## config.mk

```make
export PLATFORM = sky130hd
export DESIGN_NAME = pws_ctrl
export DESIGN_NICKNAME = d
export VERILOG_FILES = /design/src/rtl/pws_pkg.sv /design/src/rtl/pws_ctrl.sv
export SDC_FILE = /design/constraint.sdc
export NUM_CORES = 1
export LEC_CHECK = 0
export CELL_PAD_IN_SITES_DETAIL_PLACEMENT = 0
export CELL_PAD_IN_SITES_GLOBAL_PLACEMENT = 1
export CORE_AREA = 2 2 39 41
export CTS_CLUSTER_SIZE = 30
export DETAILED_ROUTE_END_ITERATION = 7
export DIE_AREA = 0 0 41 43
export DONT_BUFFER_PORTS = 1
export PLACE_DENSITY = 0.58
export RECOVER_POWER = 50
export SLEW_MARGIN = 25
export SYNTH_ARGS = -nofsm -noshare
export SYNTH_HDL_FRONTEND = slang
export SYNTH_SLANG_ARGS = --single-unit
```

## constraint.sdc

```tcl
create_clock -name clk -period 2 [get_ports clk]
set_input_delay 0.1 -clock clk [delete_from_list [all_inputs] [get_ports clk]]
set_output_delay 0.1 -clock clk [all_outputs]
set_load 0.03 [all_outputs]
```

## src/rtl/pws_pkg.sv

```systemverilog
// ----------------------------------------------------------------------------
// pws_pkg
// Shared types, constants and table builders of the wavetable synthesizer.
// ----------------------------------------------------------------------------
package pws_pkg;

  localparam int VOICES      = 16;
  localparam int TABLE_LEN   = 256;
  localparam int FS_HZ       = 48000;
  localparam int WAVES       = 4;

  localparam int VIDX_W = (VOICES > 1) ? $clog2(VOICES) : 1;
  localparam int CNT_W  = $clog2(VOICES + 1);
  localparam int LVL_W  = 25;
  localparam int KEY_W  = 7;
  localparam int SMP_W  = 16;
  localparam int ACC_W  = $clog2(VOICES * 32000 + 1) + 1;
  localparam int AM_W   = ACC_W;

  localparam logic [LVL_W-1:0] ENV_ONE = 25'h1000000;

  localparam logic [LVL_W-1:0] RST_ATTACK  = 25'd34952;
  localparam logic [LVL_W-1:0] RST_DECAY   = 25'd2097;
  localparam logic [LVL_W-1:0] RST_SUSTAIN = 25'd11744051;
  localparam logic [LVL_W-1:0] RST_RELEASE = 25'd2446;

  localparam logic [22:0] DIV127_M  = 23'd4227330;
  localparam int          DIV127_SH = 29;

  localparam int DIV3_SH = AM_W + 2;
  localparam logic [DIV3_SH-1:0] DIV3_M = DIV3_SH'((64'd1 << DIV3_SH) / 3);

  localparam int SMP_MAX = 32767;
  localparam int SMP_MIN = -32768;

  localparam logic [63:0] ROT_COS_Q30 = 64'd1073418433;
  localparam logic [63:0] ROT_SIN_Q30 = 64'd26350943;
  localparam logic [63:0] SEMI_Q30    = 64'd1137589835;

  localparam logic [1:0] WAVE_SINE   = 2'd0;
  localparam logic [1:0] WAVE_SQUARE = 2'd1;
  localparam logic [1:0] WAVE_TRI    = 2'd2;
  localparam logic [1:0] WAVE_SAW    = 2'd3;

  typedef enum logic [2:0] {
    ST_OFF, ST_ATTACK, ST_DECAY, ST_SUSTAIN, ST_RELEASE
  } stage_t;

  typedef enum logic [1:0] {
    OP_TICK, OP_NOTE_ON, OP_NOTE_OFF, OP_ALL_OFF
  } op_t;

  typedef enum logic [2:0] {
    CFG_ENABLE, CFG_WAVE, CFG_ATTACK, CFG_DECAY, CFG_SUSTAIN, CFG_RELEASE
  } cfg_idx_t;

  typedef enum logic [2:0] {
    K_TICK, K_QUIET, K_NOTE_ON, K_RELEASE, K_ALL_OFF
  } kind_t;

  typedef struct packed {
    logic accept;
    logic release_key;
    logic all_off;
    logic tick_issue;
    logic pick_step;
    logic pick_commit;
    logic mix1;
    logic result_load;
    logic result_zero;
  } dp_cmd_t;

  typedef struct packed {
    kind_t kind;
    logic  scan_last;
    logic  pipe_busy;
  } dp_sts_t;

  typedef logic signed [SMP_W-1:0] sine_tab_t [TABLE_LEN];
  typedef logic [31:0] pitch_tab_t [128];

  function automatic sine_tab_t build_sine();
    logic [63:0] c;
    logic [63:0] s;
    logic [63:0] cn;
    logic [63:0] sn;
    logic [63:0] m;
    logic [31:0] q [65];
    logic        neg;
    sine_tab_t   t;
    c = 64'd1 << 30;
    s = '0;
    for (int i = 0; i <= 32; i++) begin
      q[i]      = s[31:0];
      q[64 - i] = c[31:0];
      cn = (c * ROT_COS_Q30 - s * ROT_SIN_Q30) >> 30;
      sn = (s * ROT_COS_Q30 + c * ROT_SIN_Q30) >> 30;
      c  = cn;
      s  = sn;
    end
    for (int i = 0; i < TABLE_LEN; i++) begin
      neg = 1'b0;
      if (i <= 64) begin
        m = (64'd16000 * 64'(q[i])) >> 30;
      end else if (i <= 128) begin
        m = (64'd16000 * 64'(q[128 - i])) >> 30;
      end else if (i <= 192) begin
        m = (64'd16000 * 64'(q[i - 128])) >> 30;
        neg = 1'b1;
      end else begin
        m = (64'd16000 * 64'(q[256 - i])) >> 30;
        neg = 1'b1;
      end
      t[i] = neg ? -$signed(m[SMP_W-1:0]) : $signed(m[SMP_W-1:0]);
    end
    return t;
  endfunction

  function automatic pitch_tab_t build_pitch();
    logic [63:0] semis [12];
    logic [63:0] t;
    pitch_tab_t  p;
    int          d;
    int          oct;
    int          semi;
    semis[0] = 64'd1 << 30;
    for (int i = 1; i < 12; i++) semis[i] = (semis[i - 1] * SEMI_Q30) >> 30;
    for (int i = 0; i < 128; i++) begin
      d    = i + 3;
      oct  = d / 12;
      semi = d % 12;
      t = ((64'd440 << 24) * (semis[semi] >> 2)) / 64'(FS_HZ);
      if (oct >= 6) t = (t << (oct - 6)) >> 28;
      else t = t >> (28 + 6 - oct);
      p[i] = t[31:0];
    end
    return p;
  endfunction

  localparam sine_tab_t  SINE_TAB  = build_sine();
  localparam pitch_tab_t PITCH_TAB = build_pitch();

  function automatic logic signed [SMP_W-1:0] wave_sample(input logic [1:0] sel,
                                                          input logic [7:0] idx);
    int i;
    int v;
    i = int'(idx);
    case (sel)
      WAVE_SINE:   v = int'(SINE_TAB[idx]);
      WAVE_SQUARE: v = (i < 128) ? 12000 : -12000;
      WAVE_TRI:    v = (i < 128) ? (250 * i - 16000) : (48000 - 250 * i);
      WAVE_SAW:    v = 125 * i - 16000;
      default:     v = 0;
    endcase
    return SMP_W'(v);
  endfunction

endpackage

```

## src/rtl/pws_ctrl.sv

```systemverilog
// ----------------------------------------------------------------------------
// pws_ctrl
// Sequencer: accepts a beat, runs the voice scan or pick, loads the result.
// ----------------------------------------------------------------------------
module pws_ctrl (
  input  logic              clk,
  input  logic              rst_n,
  input  logic              in_tvalid,
  output logic              in_tready,
  output logic              out_tvalid,
  input  logic              out_tready,
  input  pws_pkg::dp_sts_t  sts,
  output pws_pkg::dp_cmd_t  cmd
);
  import pws_pkg::*;

  typedef enum logic [2:0] {
    S_IDLE, S_TICK, S_DRAIN, S_MIX, S_PICK, S_COMMIT, S_RESULT
  } state_t;

  state_t state_r;
  logic   out_valid_r;
  logic   res_zero_r;
  logic   accept;
  logic   load_ok;

  assign in_tready = (state_r == S_IDLE);
  assign accept    = in_tvalid & in_tready;
  assign load_ok   = !out_valid_r || out_tready;

  always_comb begin
    cmd.accept      = accept;
    cmd.release_key = accept && (sts.kind == K_RELEASE);
    cmd.all_off     = accept && (sts.kind == K_ALL_OFF);
    cmd.tick_issue  = (state_r == S_TICK);
    cmd.pick_step   = (state_r == S_PICK);
    cmd.pick_commit = (state_r == S_COMMIT);
    cmd.mix1        = (state_r == S_MIX);
    cmd.result_load = (state_r == S_RESULT) && load_ok;
    cmd.result_zero = res_zero_r;
  end

  always_ff @(posedge clk) begin
    if (!rst_n) begin
      state_r     <= S_IDLE;
      out_valid_r <= 1'b0;
      res_zero_r  <= 1'b1;
    end else begin
      if (cmd.result_load) out_valid_r <= 1'b1;
      else if (out_tready) out_valid_r <= 1'b0;
      case (state_r)
        S_IDLE: begin
          if (accept) begin
            case (sts.kind)
              K_TICK: begin
                state_r    <= S_TICK;
                res_zero_r <= 1'b0;
              end
              K_NOTE_ON: begin
                state_r    <= S_PICK;
                res_zero_r <= 1'b1;
              end
              default: begin
                state_r    <= S_RESULT;
                res_zero_r <= 1'b1;
              end
            endcase
          end
        end
        S_TICK:   if (sts.scan_last) state_r <= S_DRAIN;
        S_DRAIN:  if (!sts.pipe_busy) state_r <= S_MIX;
        S_MIX:    state_r <= S_RESULT;
        S_PICK:   if (sts.scan_last) state_r <= S_COMMIT;
        S_COMMIT: state_r <= S_RESULT;
        S_RESULT: if (load_ok) state_r <= S_IDLE;
        default:  state_r <= S_IDLE;
      endcase
    end
  end

  assign out_tvalid = out_valid_r;

endmodule

```

Word level (Yosys, flattened, before mapping)

Cells that the tools add are included.
Widths: inputs -> output; s select.

Register bits: 5
Bits of input ports: 9
Word-level logic and storage cells: 39

Equality and inequality tests: 14
Mux-type cells: 10
Bitwise gates (word level): 1
Reductions and logical operators: 11

Operator list:

| kind               | number |
|---|---|
| $pmux 3 s6         | 1 |
| $mux 3             | 5 |
| $eq 3x2->1 const B | 4 |
| $eq 3x3->1 const B | 4 |
| $ne 2x2->1 const B | 4 |
| $logic_not 3->1    | 2 |
| $pmux 3 s2         | 1 |
| $reduce_and 5->1   | 1 |
| $eq 3x1->1 const B | 1 |
| $logic_and 1x1->1  | 3 |
| $mux 1             | 3 |
| $ne 2x1->1 const B | 1 |
| $reduce_and 2->1   | 1 |
| $reduce_bool 2->1  | 1 |
| $reduce_or 2->1    | 1 |
| $and 1x1->1        | 1 |
| $logic_not 1->1    | 1 |
| $logic_or 1x1->1   | 1 |

Logic depth before layout (Yosys ltp)

Gate-level depths: netlist of the first run.

Depth after elaboration: 4
Mapped depth: 5
Gate-level depth less buffers: 4

Worst setup path after synthesis of the first run

Ideal clock, no wire load.

Kind: register to output
Start: register state_r[2]
End: output port cmd[6] in the netlist's numbering
Arrival: 1.694 ns
Required time: 1.900 ns
Setup slack: 0.206 ns
Cell stages (with the launch flop): 4
Cell sequence: dfxtp_1 -> nor2_1 -> nand3_1 -> nor4b_1

RTL lines:

| item                     | line           | text |
|---|---|---|
| start: declaration       | pws_ctrl.sv:21 | `state_t state_r;` |
| start signal: assignment | pws_ctrl.sv:45 | `state_r <= S_IDLE;` |
| start signal: assignment | pws_ctrl.sv:56 | `state_r <= S_TICK;` |
| start signal: assignment | pws_ctrl.sv:60 | `state_r <= S_PICK;` |
| end: declaration         | pws_ctrl.sv:13 | `output pws_pkg::dp_cmd_t cmd` |

==> reports/qor.txt, run 1 <==
Status - finished with violations
Failing checks - hold timing
Post-Layout Cell Count - 72
Post-synthesis mux area share - 0.0264
Slew headroom - 0.641
Max clock buf depth - 2
CP arrival - 1570 ps
Clock sinks - 5
Peak VDD IR - 488 uV
Grt ovf - 0
ANT nets after route - 0
Commonest cells in the netlist - dfxtp_1, nand2_1, nor3_1
Hold_buf cts - 1
Post-route DRC - 0
Setup crit end kind - output pin
Largest net degree at the start of global routing - 14
Area fraction in compound gates after synthesis - 0.211
DIE AREA - 1760 um2
Hold slack - -0.826 ps
Yosys reg bits - 5
Top cells by area, synth - dfxtp_1, nor3_1, buf_4, buf_6, nor3b_1
Max Fclk - 0.599 GHz
Rows - 14
Slew Viols, Final - 0
Clock slew at reported path FFs - 50 ps
Die width - 41 um
Port Buffers - 0
Max FO, Critical Path - 13
Crit path required time - 1900 ps
Hold/Removal Path Class - input pin to register
Tcrit/Tclk final - 0.835
Resized cells post-CTS - 0
Post-synth ARST share - 0
I/O pins - 20
Placer congestion estimate - 0.696
Via density per instance - 5.06
Sw Share - 0.530
DR WL/cell - 12.3 um
Cell Chain, Critical Path - nor2_1, nand3_1, nor4b_1, buf_4
Worst-Skew Late Latency - 250 ps
CTS tree - done
Via Count - 364
YS warnings - 0
Antenna violations before repair - 0
Largest area contributor in the netlist - dfxtp_1
Psw - 0.000397 W
Power density over the cells - 1750 nW/um2
Starting Density - 0.274
Core area - 1380 um2
Syn Nets - 58
Post-Synth Simple-Gate Area - 0.360
Layout area overhead - 12.9%
Main synth FF type - dfxtp_1
Crit-path slowest cell - dfxtp_1
H-tree levels - 1
Final WL - 885 um
CP Class - register to output pin
Die height - 43 um
Mapped Area - 379 um2
Worst Max-Slew Pin Slew - 537 ps
Total track usage - 0.119
Adder-cell area share of the yosys netlist - 0
P_leak - 0.168 nW
Final setup fails - 0
RSZ-0062 raised after global routing - no
Fraction of layout cells with a size suffix above 1 - 0.179
Sequential Power Share - 0.324
EDFF count, synth - 0
Syn avg cell area - 7.74 um2
# Post-CTS Setup Buffers - 0
First-pass GRT wire length - 1390 um
Clock skew - 4.97 ps
Area post-placement - 407 um2
CP Launch Type - register
Combinational share of power - 0.514
Drt pass-1 iters - 2
Fillers - 162
Crit path time final - 1670 ps
Int Power - 0.000352 W
Yosys top cell area share - 0.264
Initial DRC count - 7
Final nets - 66
Syn Inst Count - 49
Vias in the first global route - 335
Largest family of logic cells by synthesized area - simple AND/OR/NAND/NOR gates
Clk pwr share - 0.162
Total CTS buffers - 3
Cells after DPL - 67
Max_cap viols - 0
Max incr delay on CP - 410 ps
Root Driver - clkbuf_4
Finished Cell Area - 428 um2
Synth Area in XOR/XNOR - 0
Final Hold Viols - 1
Synth cell types - 24
N_diodes - 0
Seq/Total Area, Yosys - 0.264
TNS Setup - 0 ps
[cell families (layout without fill, tap and decap cells)]
group | after synthesis | count (layout)
AOI/OAI and AO/OA | 11 | 11
buffers and inverters | 7 | 14
DFF | 5 | 5
muxes | 1 | 1
and+or+nand+nor | 25 | 25
[final timing paths]
check                            end  slack [ps]                     from  cells after the start
max                           cmd[6]         330  state_r[1]$_SDFFE_PN0P_                      4
min          state_r[2]$_SDFFE_PN0P_        -0.8                    rst_n                      1
max reg2reg  state_r[2]$_SDFFE_PN0P_         720  state_r[0]$_SDFFE_PN0P_                      4
min reg2reg  state_r[2]$_SDFFE_PN0P_         590  state_r[2]$_SDFFE_PN0P_                      2
[state kept, by name, indices dropped and copies added (netlist names)]
| register | cells |
|---|---|
| state_r | 3 |
| res_zero_r | 1 |
| out_tvalid | 1 |
[through the flow]
stage	util	setup slack (ps)	hold WS [ps]	power [W]
after CTS	0.320	299	3.22	0.000792
after global routing	0.309	138	5.06	0.000809
final	0.309	330	-0.826	0.000749
after floorplan	-	206	189	0.000629
after detailed placement	0.294	577	199	0.000667
after global placement	0.294	616	201	0.000666
[layout make-up]
type | count | area (um2) | area share
Multi-Input combinational cell | 37 | 219 | 0.512
Sequential cell | 5 | 100 | 0.234
Timing Repair Buffer | 8 | 55.1 | 0.129
Clock buffer | 4 | 26.3 | 0.0614
Tap cell | 16 | 20.0 | 0.0468
Inverter | 2 | 7.51 | 0.0175
[power groups by stage]
| stage | registers, W | logic (W) | clock network [W] |
|---|---|---|---|
| after floorplan | 0.000167 | 0.000462 | 0 |
| after global placement | 0.000247 | 0.000419 | 0 |
| after detailed placement | 0.000247 | 0.000420 | 0 |
| after CTS | 0.000245 | 0.000423 | 0.000123 |
| after global routing | 0.000253 | 0.000427 | 0.000130 |
| final | 0.000243 | 0.000385 | 0.000121 |
[cell usage in the layout, fill, tap and decap left out]
cell / instances
mux2i_1: 1
nor3_1: 5
o41ai_1: 1
a21boi_1: 1
dfxtp_1: 5
nand2b_1: 2
buf_4: 5
nor2b_1: 1
nor3b_1: 3
inv_1: 1
dlygate4sd3_1: 1
clkbuf_4: 3
nand4_1: 1
a32oi_1: 1
nor4b_1: 1
o21ai_0: 4
a21oi_1: 1
o211ai_1: 1
a21boi_0: 2
or2b_1: 1
nand3_1: 1
clkbuf_1: 3
and2b_2: 1
inv_2: 1
nand2_1: 5
nor2_1: 4
[critical path, delay by kind of cell, from the launching register on]
kind	cells	cell delay, ps
flops	1	410
buf+inv	1	220
simple gates	3	690
[metal layers]
layer / vias up / share of wire / track usage
met1: 152 / 0.48 / 0.168
met2: 19 / 0.42 / 0.150
li1: 189 / - / -
met4: 0 / 0.025 / 0.100
met3: 4 / 0.079 / 0.0157
met5: - / 0 / 0
(Power assumes the default switching activity.)
==> run 2, diff against run 1 <==
--- a/config.mk
+++ b/config.mk
@@ -12,7 +12,7 @@
 export DETAILED_ROUTE_END_ITERATION = 7
 export DIE_AREA = 0 0 41 43
 export DONT_BUFFER_PORTS = 1
-export PLACE_DENSITY = 0.58
+export PLACE_DENSITY = 0.6
 export RECOVER_POWER = 50
 export SLEW_MARGIN = 25
 export SYNTH_ARGS = -nofsm -noshare
==> constraint.sdc (replaced) <==
create_clock -name clk -period 1.4 [get_ports clk]
set_input_delay 0.07 -clock clk [delete_from_list [all_inputs] [get_ports clk]]
set_output_delay 0.07 -clock clk [all_outputs]
set_load 0.03 [all_outputs]
==> reports/qor.txt, run 2 (synthesis gave the netlist of run 1 again) <==
Clock skew - 1.89 ps (-3.09 ps)
Antenna violations before repair - 0 (unchanged)
Port Buffers - 0 (unchanged)
H-tree levels - 1 (unchanged)
CP Launch Type - register
Tcrit/Tclk final - 0.941
Worst Max-Slew Pin Slew - 370 ps (-167 ps)
TNS Setup - 0 ps (unchanged)
CP arrival - 1250 ps (-320 ps)
Fillers - 149 (-8.0%)
Die height - 43 um (unchanged)
Hold/Removal Path Class - input pin to register
CP Class - register to output pin
Layout area overhead - 42.6%
Initial DRC count - 6 (-1)
Clock sinks - 5 (unchanged)
Fraction of layout cells with a size suffix above 1 - 0.422 (+0.243)
Clock slew at reported path FFs - 40 ps (about the same)
Via Count - 407 (+12%)
Status - completed
Cell Chain, Critical Path - nor2_4, nand3_4, nor4b_2, buf_4
Max_cap viols - 0 (unchanged)
Slew headroom - 0.755 (+0.114)
Max clock buf depth - 2 (unchanged)
Most frequent cells in the layout - buf_4, nand2_1, o21ai_0
Vias in the first global route - 336 (+0.30%)
Die width - 41 um (unchanged)
Crit-path slowest cell - dfxtp_4
Final WL - 917 um (+3.6%)
Core area - 1380 um2 (unchanged)
Setup crit end kind - output pin
Grt ovf - 0 (unchanged)
N_diodes - 0 (unchanged)
Detailed-placement wirelength estimate - 666 um
Final setup fails - 0 (unchanged)
DR WL/cell - 11.5 um (-6.7%)
First-pass GRT wire length - 1410 um (+1.0%)
Final Hold Viols - 0 (-1)
Worst-Skew Late Latency - 240 ps (about the same)
Final nets - 74 (+12%)
RSZ-0062 raised after global routing - no
Total track usage - 0.120 (+0.00101)
Largest register FFs - 3 (unchanged)
Crit path time final - 1320 ps
ANT nets after route - 0 (unchanged)
I/O pins - 20 (unchanged)
Biggest register - state_r
Register area - 105 um2 (+5.0%)
DIE AREA - 1760 um2 (unchanged)
Drt pass-1 iters - 4 (+2)
Max incr delay on CP - 360 ps (-50 ps)
Starting Density - 0.274 (unchanged)
Power Total - 0.00133 W (+78%)
Peak VDD IR - 661 uV (+35%)
P_leak - 0.221 nW (+32%)
Max FO, Critical Path - 6 (-7)
Power density over the cells - 2460 nW/um2 (+41%)
Placer congestion estimate - 0.751 (+8.0%)
Post-route DRC - 0 (unchanged)
Max Fclk - 0.759 GHz
Root Driver - clkbuf_4
Commonest non-fill, non-tap cell in the layout - buf_4
Multi-input gate area - 263 um2 (+20%)
Total CTS buffers - 3 (unchanged)
CTS tree - done
Rows - 14 (unchanged)
Crit path required time - 1330 ps (-570 ps)
Via density per instance - 5.09 (+0.63%)
Slew Viols, Final - 0 (unchanged)
Largest net degree at the start of global routing - 11 (-3)
run 2: changes by cell type in the layout (fill, tap and decap cells not counted), sizes merged:
cell | before | now
buf | 5 | 14
clkbuf | 6 | 5
run 2: worst paths after layout:
kind                                start                      end  slack (ps)  cells after the start
setup / recovery  state_r[1]$_SDFFE_PN0P_                   cmd[6]          80                      4
hold reg to reg   out_tvalid$_SDFFE_PN0P_  out_tvalid$_SDFFE_PN0P_         540                      2
hold / removal                     sts[1]  state_r[0]$_SDFFE_PN0P_          10                      2
setup reg to reg  state_r[0]$_SDFFE_PN0P_  state_r[0]$_SDFFE_PN0P_         180                      5
run 2: routing by layer:
metal | share of wire | up-vias | track usage
met1 | 0.45 | 190 | 0.149
met4 | 0 | 0 | 0.100
met3 | 0.061 | 0 | 0.0157
li1 | - | 204 | -
met2 | 0.49 | 13 | 0.172
met5 | 0 | - | 0
run 2: repair_timing:
action                                  CTS  global route
hold endpoints to repair                  5             0
gates resized for setup                   4             3
buffers inserted                          2             1
endpoints found under the setup margin    4             2
hold buffers                              1             0
run 2: layout make-up:
type                       count  share of cell area
timing repair buffer          16               0.220
tap                           16              0.0370
sequential                     5               0.194
clock buffer                   4              0.0486
inverter                       2              0.0139
multi-input combinational     37               0.486
run 2: worst max-delay path, delay by kind of cell, from the launching register on:
family,cells,cell delay [ps]
flip-flops,1,360
AND/OR/NAND/NOR,3,440
buffers and inverters,1,200
run 2: report_power, final:
part | total [W] | internal, W | leakage, nW | switching (W)
combinational | 0.000850 | 0.000372 | 0.163 | 0.000477
sequential | 0.000318 | 0.000211 | 0.0422 | 0.000107
clock | 0.000165 | 0.000108 | 0.0150 | 0.0000570
run 2: per-stage QoR:
step                      hold slack (ps)  area, um2  setup WS, ps  instances  utilization
after CTS                            5.31        522          9.63         79        0.377
after detailed placement              165        460           140         72        0.333
after floorplan                       159        395          14.6         49            -
after global placement                162        460           169         72        0.333
after global routing                0.893        541         0.473         80        0.391
final                                13.1        541          82.4         80        0.391
==> run 3, diff against run 2 <==
--- a/config.mk
+++ b/config.mk
@@ -14,6 +14,7 @@
 export DONT_BUFFER_PORTS = 1
 export PLACE_DENSITY = 0.6
 export RECOVER_POWER = 50
+export REMOVE_ABC_BUFFERS = 1
 export SLEW_MARGIN = 25
 export SYNTH_ARGS = -nofsm -noshare
 export SYNTH_HDL_FRONTEND = slang
==> reports/qor.txt, run 3 (synthesis gave the netlist of run 1 again) <==
CP Launch Type - register
N_diodes - 0 (unchanged)
Final WL - 915 um (-0.22%)
Power density over the cells - 2460 nW/um2 (about the same)
Final Hold Viols - 0 (unchanged)
Die width - 41 um (unchanged)
Starting Density - 0.274 (unchanged)
Largest register FFs - 3 (unchanged)
Total track usage - 0.133 (+0.0128)
Post-route DRC - 0 (unchanged)
ANT nets after route - 0 (unchanged)
Max clock buf depth - 2 (unchanged)
Via density per instance - 5.09 (about the same)
Total CTS buffers - 3 (unchanged)
DR WL/cell - 11.6 um (+1.0%)
Finished Cell Area - 520 um2 (-3.7%)
Peak VDD IR - 887 uV (+34%)
H-tree levels - 1 (unchanged)
Slew headroom - 0.752 (-0.00215)
Fraction of layout cells with a size suffix above 1 - 0.365 (-0.0568)
Largest net degree at the start of global routing - 11 (unchanged)
Setup crit end kind - output pin
CP arrival - 1250 ps (about the same)
Slew Viols, Final - 0 (unchanged)
Biggest register - state_r
Crit-path slowest cell - dfxtp_4
Commonest non-fill, non-tap cell in the layout - buf_4
Layout area overhead - 37.3%
Most frequent cells in the layout - buf_4, nand2_1, nor3_1
Hold/Removal Path Class - input pin to register
Initial DRC count - 4 (-2)
P_leak - 0.214 nW (-2.9%)
Power Total - 0.00128 W (-3.7%)
Drt pass-1 iters - 4 (unchanged)
Final setup fails - 0 (unchanged)
Root Driver - clkbuf_4
Grt ovf - 0 (unchanged)
Max FO, Critical Path - 9 (+3)
Clock sinks - 5 (unchanged)
Worst Max-Slew Pin Slew - 373 ps (+3.23 ps)
Detailed-placement wirelength estimate - 698 um (+4.8%)
Clock skew - 6.06 ps (+4.17 ps)
Clock slew at reported path FFs - 50 ps (about the same)
DIE AREA - 1760 um2 (unchanged)
CP Class - register to output pin
Core area - 1380 um2 (unchanged)
Area post-placement - 444 um2 (-3.5%)
Tcrit/Tclk final - 0.944 (+0.00245)
Port Buffers - 0 (unchanged)
Cell Chain, Critical Path - nor2_4, nand3_2, nor4b_2, buf_4
Fillers - 151 (+1.3%)
Placer congestion estimate - 0.771 (+2.6%)
Via Count - 402 (-1.2%)
Crit path required time - 1330 ps (about the same)
Status - completed
Die height - 43 um (unchanged)
Final nets - 73 (-1.4%)
Worst-Skew Late Latency - 240 ps (about the same)
I/O pins - 20 (unchanged)
Max Fclk - 0.757 GHz (-0.26%)
First-pass GRT wire length - 1510 um (+7.4%)
Rows - 14 (unchanged)
Antenna violations before repair - 0 (unchanged)
Vias in the first global route - 361 (+7.4%)
CTS tree - done
Crit path time final - 1320 ps (+3.42 ps)
Max_cap viols - 0 (unchanged)
Max incr delay on CP - 370 ps (about the same)
[run 3: cell count changes in the layout (fill, tap and decap cells not counted), sizes merged]
cell / before / now
buf: 14 / 12
dlygate4sd3: 1 / 2
[run 3: final cells by class]
| cell class | instances | area, um2 | area share |
|---|---|---|---|
| Inverter | 2 | 10.0 | 0.0192 |
| Clock buffer | 4 | 26.3 | 0.0505 |
| Sequential cell | 5 | 105 | 0.202 |
| Multi-Input combinational cell | 37 | 245 | 0.471 |
| Timing Repair Buffer | 15 | 114 | 0.219 |
| Tap cell | 16 | 20.0 | 0.0385 |
[run 3: timing repair]
action                                 4_1_cts  5_1_grt
setup endpoints to repair                    5        4
hold buffers                                 2        0
setup buffers                                1        0
resized for setup                            4        4
gates cloned                                 0        0
pin swaps                                    1        0
endpoints found under the hold margin        5        0
[run 3: path summary, 6_finish.rpt]
path	startpoint	end	slack (ps)	depth (start not counted)
max	state_r[1]$_SDFFE_PN0P_	cmd[6]	80	4
min	out_tready	out_tvalid$_SDFFE_PN0P_	50	2
max reg2reg	state_r[1]$_SDFFE_PN0P_	state_r[0]$_SDFFE_PN0P_	290	5
min reg2reg	out_tvalid$_SDFFE_PN0P_	out_tvalid$_SDFFE_PN0P_	510	2
[run 3: where the power goes]
group / switching [W] / leakage, nW / internal, W / total (W)
clock network: 0.0000607 / 0.0150 / 0.000108 / 0.000169
registers: 0.000115 / 0.0422 / 0.000211 / 0.000326
logic: 0.000445 / 0.157 / 0.000343 / 0.000788
total: 0.000620 / 0.214 / 0.000662 / 0.00128
[run 3: through the flow]
step | TNS [ps] | worst slack (ps) | hold slack (ps) | std cells | util
2_1_floorplan | -753 | -453 | 159 | 44 | -
3_3_place_gp | 0 | 179 | 166 | 72 | 0.321
3_5_place_dp | 0 | 110 | 168 | 72 | 0.321
4_1_cts | 0 | 7.36 | 49.6 | 79 | 0.368
5_1_grt | -2.38 | -2.38 | 69.0 | 79 | 0.376
6_report | 0 | 79.0 | 50.3 | 79 | 0.376
[run 3: per-layer routing]
| layer | share of wire | global-route usage | vias up |
|---|---|---|---|
| met3 | 0.094 | 0.0681 | 4 |
| met2 | 0.49 | 0.184 | 17 |
| met4 | 0.021 | 0.100 | 0 |
| met1 | 0.40 | 0.145 | 180 |
| li1 | - | - | 201 |
| met5 | 0 | 0 | - |
[run 3: critical path: cells and delay by family, from the launching register on]
family	cells	cell delay (ps)
simple gates	3	440
buf+inv	1	200
flops	1	370
